$ cat config.mk
export PLATFORM = sky130hd
export DESIGN_NAME = gcd_by_prime_factor_merge_core
export DESIGN_NICKNAME = d
export VERILOG_FILES = /design/src/hw/rtl/gpf_pkg.sv /design/src/hw/rtl/gcd_by_prime_factor_merge_core.sv /design/src/hw/rtl/gpf_ram.sv /design/src/hw/rtl/gpf_divider.sv /design/src/hw/rtl/gpf_lane.sv /design/src/hw/rtl/gpf_merge.sv
export SDC_FILE = /design/constraint.sdc
export NUM_CORES = 2
export LEC_CHECK = 0
export BUFFER_PORTS_ARGS = -buffer_cell sky130_fd_sc_hd__buf_2
export CAP_MARGIN = 10
export CORE_ASPECT_RATIO = 1.2
export CORE_MARGIN = 2
export CORE_UTILIZATION = 55
export DETAILED_ROUTE_END_ITERATION = 12
export PLACE_DENSITY_LB_ADDON = 0.3
export SKIP_CTS_REPAIR_TIMING = 1
export SLEW_MARGIN = 20
export SYNTH_ARGS = -nofsm -noshare
export SYNTH_HDL_FRONTEND = slang
export SYNTH_SLANG_ARGS = --single-unit
$ cat constraint.sdc
create_clock -name aclk -period 10.9 [get_ports aclk]
set_input_delay 1.635 -clock aclk [delete_from_list [all_inputs] [get_ports aclk]]
set_output_delay 1.635 -clock aclk [all_outputs]
set_load 0.005 [all_outputs]
$ cat src/hw/rtl/gpf_pkg.sv
`default_nettype none
package gpf_pkg;
    localparam int MAX_FACTORS_DEF = 32;
    localparam int VALUE_BITS_DEF  = 31;
    localparam int COUNT_BITS      = 6;
    localparam logic [COUNT_BITS-1:0] COUNT_MAX = 6'd63;

    typedef struct packed {
        logic start;
        logic done;
    } lane_ctl_t;
endpackage
`default_nettype wire

$ cat src/hw/rtl/gcd_by_prime_factor_merge_core.sv
`default_nettype none
// Channel | Ports                                           | Dir
// input   | s_valid s_ready s_first_value s_second_value    | in
// result  | m_valid m_ready m_gcd_result m_factor_count     | out
// Two lanes factor the operands in parallel; each odd trial divisor costs one
// restoring division (lane states S_DIV, S_WAIT); the merge then walks both
// factor lists once both lanes are done.
// Reset is synchronous, active low; no clearing pass.
// The result register frees the core, so a new beat is taken while one waits;
// the merge of that beat holds until the result register is empty.
module gcd_by_prime_factor_merge_core #(
    parameter int VALUE_BITS  = gpf_pkg::VALUE_BITS_DEF,
    parameter int MAX_FACTORS = gpf_pkg::MAX_FACTORS_DEF
) (
    input  wire logic                           aclk,
    input  wire logic                           aresetn,
    input  wire logic                           s_valid,
    output logic                                s_ready,
    input  wire logic [VALUE_BITS-1:0]          s_first_value,
    input  wire logic [VALUE_BITS-1:0]          s_second_value,
    output logic                                m_valid,
    input  wire logic                           m_ready,
    output logic      [VALUE_BITS-1:0]          m_gcd_result,
    output logic      [gpf_pkg::COUNT_BITS-1:0] m_factor_count
);
    import gpf_pkg::*;

    localparam int AW = $clog2(MAX_FACTORS);
    localparam int LW = $clog2(MAX_FACTORS + 1);

    logic                  busy_reg, busy_next;
    logic                  da_reg, db_reg;
    logic                  mv_reg;
    logic                  mrun_reg;
    logic [VALUE_BITS-1:0] res_g_reg;
    logic [COUNT_BITS-1:0] res_c_reg;
    logic                  take;
    logic                  done_a, done_b;
    logic                  both_done;
    logic                  fin_ok;
    logic [AW-1:0]         ra, rb;
    logic [VALUE_BITS-1:0] xa, xb;
    logic [LW-1:0]         la, lb;
    logic [COUNT_BITS-1:0] fa, fb;
    logic [COUNT_BITS:0]   tot;
    lane_ctl_t             mctl_in, mctl_out;
    logic [VALUE_BITS-1:0] g;

    assign s_ready = !busy_reg;
    assign take    = s_valid && s_ready;

    gpf_lane #(.VALUE_BITS(VALUE_BITS), .MAX_FACTORS(MAX_FACTORS)) u_lane_a (
        .aclk(aclk), .aresetn(aresetn), .start(take), .value(s_first_value),
        .raddr(ra), .rdata(xa), .list_len(la), .found(fa), .done(done_a)
    );
    gpf_lane #(.VALUE_BITS(VALUE_BITS), .MAX_FACTORS(MAX_FACTORS)) u_lane_b (
        .aclk(aclk), .aresetn(aresetn), .start(take), .value(s_second_value),
        .raddr(rb), .rdata(xb), .list_len(lb), .found(fb), .done(done_b)
    );

    // hold the merge while the previous result still waits
    assign both_done     = (da_reg || done_a) && (db_reg || done_b);
    assign mctl_in.start = both_done && busy_reg && !mctl_out.done && !mrun_reg && !mv_reg;
    assign mctl_in.done  = 1'b0;

    gpf_merge #(.VALUE_BITS(VALUE_BITS), .MAX_FACTORS(MAX_FACTORS)) u_merge (
        .aclk(aclk), .aresetn(aresetn), .ctl_in(mctl_in), .len_a(la), .len_b(lb),
        .x(xa), .y(xb), .raddr_a(ra), .raddr_b(rb), .gcd(g), .ctl_out(mctl_out)
    );

    assign tot = {1'b0, fa} + {1'b0, fb};

    assign fin_ok    = mctl_out.done;
    assign busy_next = take ? 1'b1 : (fin_ok ? 1'b0 : busy_reg);

    always_ff @(posedge aclk) begin
        if (!aresetn) begin
            busy_reg <= 1'b0;
            da_reg   <= 1'b0;
            db_reg   <= 1'b0;
            mrun_reg <= 1'b0;
            mv_reg   <= 1'b0;
        end else begin
            busy_reg <= busy_next;
            if (take) begin
                da_reg <= 1'b0;
                db_reg <= 1'b0;
            end else begin
                if (done_a) da_reg <= 1'b1;
                if (done_b) db_reg <= 1'b1;
            end
            if (mctl_in.start)     mrun_reg <= 1'b1;
            else if (fin_ok)       mrun_reg <= 1'b0;
            if (fin_ok)            mv_reg <= 1'b1;
            else if (m_ready)      mv_reg <= 1'b0;
        end
        if (fin_ok) begin
            res_g_reg <= g;
            res_c_reg <= tot[COUNT_BITS] ? COUNT_MAX : tot[COUNT_BITS-1:0];
        end
    end

    assign m_valid        = mv_reg;
    assign m_gcd_result   = res_g_reg;
    assign m_factor_count = res_c_reg;

    ap_no_overrun: assert property (@(posedge aclk) disable iff (!aresetn)
        fin_ok |-> !mv_reg || m_ready) else $error("result overwritten");
    ap_busy_take: assert property (@(posedge aclk) disable iff (!aresetn)
        take |=> busy_reg) else $error("busy not set");
    ap_one_merge: assert property (@(posedge aclk) disable iff (!aresetn)
        mctl_in.start |-> !mrun_reg) else $error("merge restarted");
endmodule
`default_nettype wire

$ cat src/hw/rtl/gpf_ram.sv
`default_nettype none
module gpf_ram #(
    parameter int WIDTH = 31,
    parameter int DEPTH = 32
) (
    input  wire logic                     aclk,
    input  wire logic                     we,
    input  wire logic [$clog2(DEPTH)-1:0] waddr,
    input  wire logic [WIDTH-1:0]         wdata,
    input  wire logic [$clog2(DEPTH)-1:0] raddr,
    output logic      [WIDTH-1:0]         rdata
);
    logic [WIDTH-1:0] mem [DEPTH];

    always_ff @(posedge aclk) begin
        if (we) begin
            mem[waddr] <= wdata;
        end
        rdata <= mem[raddr];
    end
endmodule
`default_nettype wire

$ cat src/hw/rtl/gpf_divider.sv
`default_nettype none
// Restoring divider, one quotient bit per cycle.
module gpf_divider #(
    parameter int W = 31
) (
    input  wire logic         aclk,
    input  wire logic         aresetn,
    input  wire logic         start,
    input  wire logic [W-1:0] dividend,
    input  wire logic [W-1:0] divisor,
    output logic              done,
    output logic      [W-1:0] quotient,
    output logic      [W-1:0] remainder
);
    localparam int CW = $clog2(W + 1);

    logic [W-1:0]  quo_reg, quo_next;
    logic [W-1:0]  rem_reg, rem_next;
    logic [W-1:0]  dvs_reg, dvs_next;
    logic [CW-1:0] cnt_reg, cnt_next;
    logic          busy_reg, busy_next;
    logic          done_reg, done_next;
    logic [W:0]    trial;

    assign trial = {rem_reg, quo_reg[W-1]};

    always_comb begin
        quo_next  = quo_reg;
        rem_next  = rem_reg;
        dvs_next  = dvs_reg;
        cnt_next  = cnt_reg;
        busy_next = busy_reg;
        done_next = 1'b0;
        if (start) begin
            quo_next  = dividend;
            rem_next  = '0;
            dvs_next  = divisor;
            cnt_next  = CW'(W);
            busy_next = 1'b1;
        end else if (busy_reg) begin
            quo_next = {quo_reg[W-2:0], 1'b0};
            if (trial >= {1'b0, dvs_reg}) begin
                rem_next    = W'(trial - {1'b0, dvs_reg});
                quo_next[0] = 1'b1;
            end else begin
                rem_next = trial[W-1:0];
            end
            cnt_next = cnt_reg - 1'b1;
            if (cnt_reg == CW'(1)) begin
                busy_next = 1'b0;
                done_next = 1'b1;
            end
        end
    end

    always_ff @(posedge aclk) begin
        if (!aresetn) begin
            busy_reg <= 1'b0;
            done_reg <= 1'b0;
            cnt_reg  <= '0;
        end else begin
            busy_reg <= busy_next;
            done_reg <= done_next;
            cnt_reg  <= cnt_next;
        end
        quo_reg <= quo_next;
        rem_reg <= rem_next;
        dvs_reg <= dvs_next;
    end

    assign done      = done_reg;
    assign quotient  = quo_reg;
    assign remainder = rem_reg;
endmodule
`default_nettype wire

$ cat src/hw/rtl/gpf_lane.sv
`default_nettype none
// One factoring lane: trial division of one operand, factors written to a RAM.
module gpf_lane #(
    parameter int VALUE_BITS  = gpf_pkg::VALUE_BITS_DEF,
    parameter int MAX_FACTORS = gpf_pkg::MAX_FACTORS_DEF
) (
    input  wire logic                                aclk,
    input  wire logic                                aresetn,
    input  wire logic                                start,
    input  wire logic [VALUE_BITS-1:0]               value,
    input  wire logic [$clog2(MAX_FACTORS)-1:0]      raddr,
    output logic      [VALUE_BITS-1:0]               rdata,
    output logic      [$clog2(MAX_FACTORS+1)-1:0]    list_len,
    output logic      [gpf_pkg::COUNT_BITS-1:0]      found,
    output logic                                     done
);
    import gpf_pkg::*;

    localparam int AW = $clog2(MAX_FACTORS);
    localparam int LW = $clog2(MAX_FACTORS + 1);
    localparam logic [2:0] S_IDLE = 3'd0, S_TWO = 3'd1, S_DIV = 3'd2,
                           S_WAIT = 3'd3, S_LAST = 3'd4;

    logic [2:0]            st_reg, st_next;
    logic [VALUE_BITS-1:0] n_reg, n_next;
    logic [VALUE_BITS-1:0] d_reg, d_next;
    logic [LW-1:0]         len_reg, len_next;
    logic [COUNT_BITS-1:0] fnd_reg, fnd_next;
    logic                  div_start;
    logic                  div_done;
    logic [VALUE_BITS-1:0] div_q, div_r;
    logic                  we;
    logic [VALUE_BITS-1:0] wdata;
    logic [COUNT_BITS-1:0] fnd_inc;

    gpf_divider #(.W(VALUE_BITS)) u_div (
        .aclk(aclk), .aresetn(aresetn), .start(div_start),
        .dividend(n_reg), .divisor(d_reg),
        .done(div_done), .quotient(div_q), .remainder(div_r)
    );

    gpf_ram #(.WIDTH(VALUE_BITS), .DEPTH(MAX_FACTORS)) u_ram (
        .aclk(aclk), .we(we), .waddr(len_reg[AW-1:0]), .wdata(wdata),
        .raddr(raddr), .rdata(rdata)
    );

    assign fnd_inc = (fnd_reg == COUNT_MAX) ? fnd_reg : fnd_reg + 1'b1;

    always_comb begin
        st_next   = st_reg;
        n_next    = n_reg;
        d_next    = d_reg;
        len_next  = len_reg;
        fnd_next  = fnd_reg;
        div_start = 1'b0;
        we        = 1'b0;
        wdata     = d_reg;
        done      = 1'b0;
        case (st_reg)
            S_IDLE: begin
                if (start) begin
                    n_next   = value;
                    d_next   = VALUE_BITS'(3);
                    len_next = '0;
                    fnd_next = '0;
                    st_next  = (value < VALUE_BITS'(2)) ? S_LAST : S_TWO;
                end
            end
            S_TWO: begin
                if (!n_reg[0]) begin
                    wdata    = VALUE_BITS'(2);
                    we       = (len_reg < LW'(MAX_FACTORS));
                    len_next = we ? len_reg + 1'b1 : len_reg;
                    fnd_next = fnd_inc;
                    n_next   = n_reg >> 1;
                end else begin
                    div_start = 1'b1;
                    st_next   = S_WAIT;
                end
            end
            S_DIV: begin
                div_start = 1'b1;
                st_next   = S_WAIT;
            end
            S_WAIT: begin
                if (div_done) begin
                    // loop ends once d exceeds n / d
                    if (d_reg > div_q) begin
                        st_next = S_LAST;
                    end else if (div_r == '0) begin
                        we       = (len_reg < LW'(MAX_FACTORS));
                        len_next = we ? len_reg + 1'b1 : len_reg;
                        fnd_next = fnd_inc;
                        n_next   = div_q;
                        st_next  = S_DIV;
                    end else begin
                        d_next  = d_reg + VALUE_BITS'(2);
                        st_next = S_DIV;
                    end
                end
            end
            S_LAST: begin
                if (n_reg > VALUE_BITS'(1)) begin
                    wdata    = n_reg;
                    we       = (len_reg < LW'(MAX_FACTORS));
                    len_next = we ? len_reg + 1'b1 : len_reg;
                    fnd_next = fnd_inc;
                end
                done    = 1'b1;
                st_next = S_IDLE;
            end
            default: st_next = S_IDLE;
        endcase
    end

    always_ff @(posedge aclk) begin
        if (!aresetn) begin
            st_reg  <= S_IDLE;
            len_reg <= '0;
            fnd_reg <= '0;
        end else begin
            st_reg  <= st_next;
            len_reg <= len_next;
            fnd_reg <= fnd_next;
        end
        n_reg <= n_next;
        d_reg <= d_next;
    end

    assign list_len = len_reg;
    assign found    = fnd_reg;

    ap_len_bound: assert property (@(posedge aclk) disable iff (!aresetn)
        len_reg <= LW'(MAX_FACTORS)) else $error("list length overflow");
    ap_div_idle: assert property (@(posedge aclk) disable iff (!aresetn)
        div_done |-> st_reg == S_WAIT) else $error("divider done outside wait");
    ap_odd_div: assert property (@(posedge aclk) disable iff (!aresetn)
        st_reg == S_WAIT |-> d_reg[0]) else $error("even trial divisor");
endmodule
`default_nettype wire

$ cat src/hw/rtl/gpf_merge.sv
`default_nettype none
// Walks both sorted lists, multiplying common factors.
module gpf_merge #(
    parameter int VALUE_BITS  = gpf_pkg::VALUE_BITS_DEF,
    parameter int MAX_FACTORS = gpf_pkg::MAX_FACTORS_DEF
) (
    input  wire logic                             aclk,
    input  wire logic                             aresetn,
    input  wire gpf_pkg::lane_ctl_t               ctl_in,
    input  wire logic [$clog2(MAX_FACTORS+1)-1:0] len_a,
    input  wire logic [$clog2(MAX_FACTORS+1)-1:0] len_b,
    input  wire logic [VALUE_BITS-1:0]            x,
    input  wire logic [VALUE_BITS-1:0]            y,
    output logic      [$clog2(MAX_FACTORS)-1:0]   raddr_a,
    output logic      [$clog2(MAX_FACTORS)-1:0]   raddr_b,
    output logic      [VALUE_BITS-1:0]            gcd,
    output gpf_pkg::lane_ctl_t                    ctl_out
);
    import gpf_pkg::*;

    localparam int LW = $clog2(MAX_FACTORS + 1);
    localparam int AW = $clog2(MAX_FACTORS);
    localparam logic [1:0] M_IDLE = 2'd0, M_READ = 2'd1, M_CMP = 2'd2, M_MUL = 2'd3;

    logic [1:0]              st_reg, st_next;
    logic [LW-1:0]           i_reg, i_next, j_reg, j_next;
    logic [VALUE_BITS-1:0]   g_reg, g_next;
    logic [VALUE_BITS-1:0]   f_reg, f_next;
    logic [2*VALUE_BITS-1:0] prod;
    logic                    fin;

    assign raddr_a = i_reg[AW-1:0];
    assign raddr_b = j_reg[AW-1:0];
    assign prod    = g_reg * f_reg;

    always_comb begin
        st_next = st_reg;
        i_next  = i_reg;
        j_next  = j_reg;
        g_next  = g_reg;
        f_next  = f_reg;
        fin     = 1'b0;
        case (st_reg)
            M_IDLE: begin
                if (ctl_in.start) begin
                    i_next  = '0;
                    j_next  = '0;
                    g_next  = VALUE_BITS'(1);
                    st_next = M_READ;
                end
            end
            M_READ: begin
                if (i_reg >= len_a || j_reg >= len_b) begin
                    fin     = 1'b1;
                    st_next = M_IDLE;
                end else begin
                    st_next = M_CMP;
                end
            end
            M_CMP: begin
                if (x == y) begin
                    f_next  = x;
                    i_next  = i_reg + 1'b1;
                    j_next  = j_reg + 1'b1;
                    st_next = M_MUL;
                end else begin
                    if (x < y) i_next = i_reg + 1'b1;
                    else       j_next = j_reg + 1'b1;
                    st_next = M_READ;
                end
            end
            M_MUL: begin
                g_next  = prod[VALUE_BITS-1:0];
                st_next = M_READ;
            end
            default: st_next = M_IDLE;
        endcase
    end

    always_ff @(posedge aclk) begin
        if (!aresetn) begin
            st_reg <= M_IDLE;
        end else begin
            st_reg <= st_next;
        end
        i_reg <= i_next;
        j_reg <= j_next;
        g_reg <= g_next;
        f_reg <= f_next;
    end

    assign gcd           = g_reg;
    assign ctl_out.start = 1'b0;
    assign ctl_out.done  = fin;

    ap_fin_read: assert property (@(posedge aclk) disable iff (!aresetn)
        fin |-> st_reg == M_READ) else $error("merge finish outside read");
endmodule
`default_nettype wire
==> flow_summary.ini <==
[pwr]
clock_power_share_pct = 26.7
internal_power_uw = 21100
swShare_pct = 33.7
power_frac_seq_pct = 42.0
switching_power_uw = 10700
p_comb_share_pct = 31.3
p_per_area_nw_per_um2 = 245
leakagePower_uw = 0.0464
ir_drop_mv = 0.346

[timing]
min_period_ns = 7.90
setup-tns-final_ns = 0
fmax_mhz = 127
rsz0062_at_grt = no
relSlewSlack_pct = 23.7
fin_skew_ns = 0.103
fin_crit_sh_pct = 72.5
maxSlewViolCount = 0
hold_violations = 0
tightest_slew_ns = 1.14
finalSetupViolCount = 0

[worst_setup_path]
critPathTopFamily = adder cells
r2r-end = u_merge.gcd[28]
crit_chain = and2_1 -> fa_1 -> fa_1 -> fa_1 -> inv_1 -> fa_1 -> inv_1 -> fa_1 -> inv_1 -> fa_1 -> inv_1 -> fa_1 -> fa_1 -> ha_1 -> a21oi_1 -> o21ai_0 -> a31oi_1 -> o21ai_1 -> a311oi_2 -> o21ai_0 -> o21ai_0 -> a21oi_1 -> o21a_1
endpoint_kind = flop
criticalPathCategory = flop to flop
rr_worst_depth = 23
critPathSlowestCell = edfxtp_1
crit_arrival_ns = 8.55
r2r-start = u_merge.gcd[11]
worstPathRequired_ns = 11.55
crit_top_cell = fa_1
cp_max_fo = 21
cp.depth = 23
r2r_slack_ns = 3.00
cpPeakStageDelay_ns = 0.89
cp-start-kind = flop
critPathBufInv = 4

[floorplanning]
coreArea_um2 = 213000
fp-row-count = 186
die_w_um = 426
boundaryPins = 105
initial_utilization_pct = 55.2
dieArea_um2 = 218000
die_h_um = 511

[global_routing]
grt-ovfl-total = 0
grt_max_degree = 144
grt_antenna_before_repair = 10
grt_pass1_wl_mm = 447
track_usage_pct = 28.0
grt_pass1_vias = 67400

[placement]
gp_congestion = 0.910
io_buffers = 104
dp_hpwl_mm = 179

[drt]
wl_per_cell_um = 28.9
via_count = 66400
drc = 0
drt_iter0_drc = 7379
viasPerCell = 6.35
dr.pass1.iters = 7
drt-total-wl_mm = 303
drtAntennaViolNets = 0

[yosys]
synth_flop_cell = edfxtp_1
synth-seq-cells = 2514
synth.top_cell.area_share_pct = 59.7
yosys.area.top_type = edfxtp_1
syn_inst = 7290
yosysUniqueCellTypes = 81
ys_async_sr_fraction_pct = 0
ys_top_cells_by_area = edfxtp_1, mux4_2, fa_1
syn_nets = 8052
avgSynthCellArea_um2 = 16.1
syn_area_um2 = 118000
synth_warnings = 0
yosysSeqAreaShare_pct = 62.7
yosysMostFrequentCell = edfxtp_1
synth_edf_count = 2339
synthTopCellsByCount = edfxtp_1, mux4_2, inv_1

[worst_hold_path]
hold_path_end = u_merge.f_reg[13]
hold_class = flop to flop
hold_path.startpoint = u_lane_a.u_ram.rdata[13]
hold_depth = 0

[flow_run]
max-cap-violations = 0

[clock_tree]
cts_root_buffer = clkbuf_16
clkLatencyLatePin_ns = 0.93
cts_tree = done
clockBufferDepth = 3
cts_buffers = 227
cts_sinks = 2514
clk_pin_slew_ns = 0.07
cts_htree_levels = 4

[finish]
syn_to_final_growth_pct = 10.6
reg_top3 = u_lane_a.u_ram.mem x992, u_lane_b.u_ram.mem x992
final_nets = 8194
final_util_pct = 61.0
seq_area_um2 = 73700
drive_above_1_share_pct = 19.1
multiInputGateArea_um2 = 40900
fillers = 15100

[run_status]
status = complete, no violations
## power groups by stage
stage / Clock, µW / Sequential, µW / Combinational (µW)
after global placement: 0 / 13500 / 9490
after detailed placement: 0 / 13600 / 9780
after global routing: 8920 / 13400 / 11000
after floorplan: 0 / 13200 / 7040
final: 8490 / 13400 / 9970
after CTS: 8570 / 13400 / 9890
## metrics by stage
stage               instances  area [µm²]  hold WS, ns  setup slack, ns  power, µW
floorplan                7290      118000        0.408             4.00      20300
global placement        10000      122000        0.445             3.00      23000
detailed placement      10000      122000        0.430             3.02      23300
CTS                     10500      130000        0.447             3.04      31800
global route            10500      130000        0.461             2.66      33400
finish                  10500      130000        0.448             3.00      31800
## cells by family (layout without fill, tap and decap cells)
logic type	count (synthesis)	after routing	synth area share, %
DFF	2514	2514	62.7
and+or+nand+nor	1500	1500	6.10
buffers and inverters	925	1270	2.96
AOI/OAI and AO/OA	745	745	4.26
muxes	713	713	12.7
adders and majority gates	696	696	9.84
xor gates and xnor gates	197	197	1.47
other	0	6	0
## cell type report
cell class              count  share of cell area (%)
multi-input cells        3851                    31.4
well taps                2820                    2.71
clock inverters           128                    1.34
flip-flops and latches   2514                    56.6
clock buffers             304                    4.84
diodes                      6                  0.0115
repair buffers            265                    1.39
inverters                 573                    1.65
## layer usage
layer | global-route usage, % | wire, µm | up-vias | part of all wire (%)
met2 | 47.3 | 155000 | 3397 | 51
li1 | - | - | 27800 | -
met3 | 3.82 | 23000 | 650 | 7.6
met4 | 11.3 | 13900 | 2 | 4.6
met5 | 0 | 11 | - | 0.0036
met1 | 36.9 | 111000 | 34600 | 37
## worst max-delay path by stage
stage,endpoint,startpoint
detailed placement,u_merge.gcd[28],u_merge.f_reg[5]
CTS,u_merge.gcd[28],u_merge.gcd[11]
global placement,u_merge.gcd[28],u_merge.f_reg[4]
finish,u_merge.gcd[28],u_merge.gcd[11]
global route,u_merge.gcd[28],u_merge.f_reg[4]
floorplan,u_merge.gcd[28],u_merge.f_reg[4]
## placed cells by master (no fill, tap or decap), drive strengths merged, types with 18 or more instances in the layout
cell type / count
a211oi: 19
a21o: 75
a21oi: 144
a221oi: 62
a22o: 56
a31oi: 42
and2: 274
and3: 73
buf: 265
bufinv: 29
clkbuf: 304
clkinv: 75
dfxtp: 175
edfxtp: 2339
fa: 383
ha: 313
inv: 583
mux2: 62
mux2i: 31
mux4: 620
nand2: 518
nand2b: 22
nand3: 78
nand4: 60
nor2: 327
nor2b: 23
nor3: 33
nor4: 47
o211ai: 21
o21a: 25
o21ai: 187
o31ai: 18
or3: 20
xnor2: 113
xor2: 84
No activity file was read; power rests on OpenSTA's default activity.
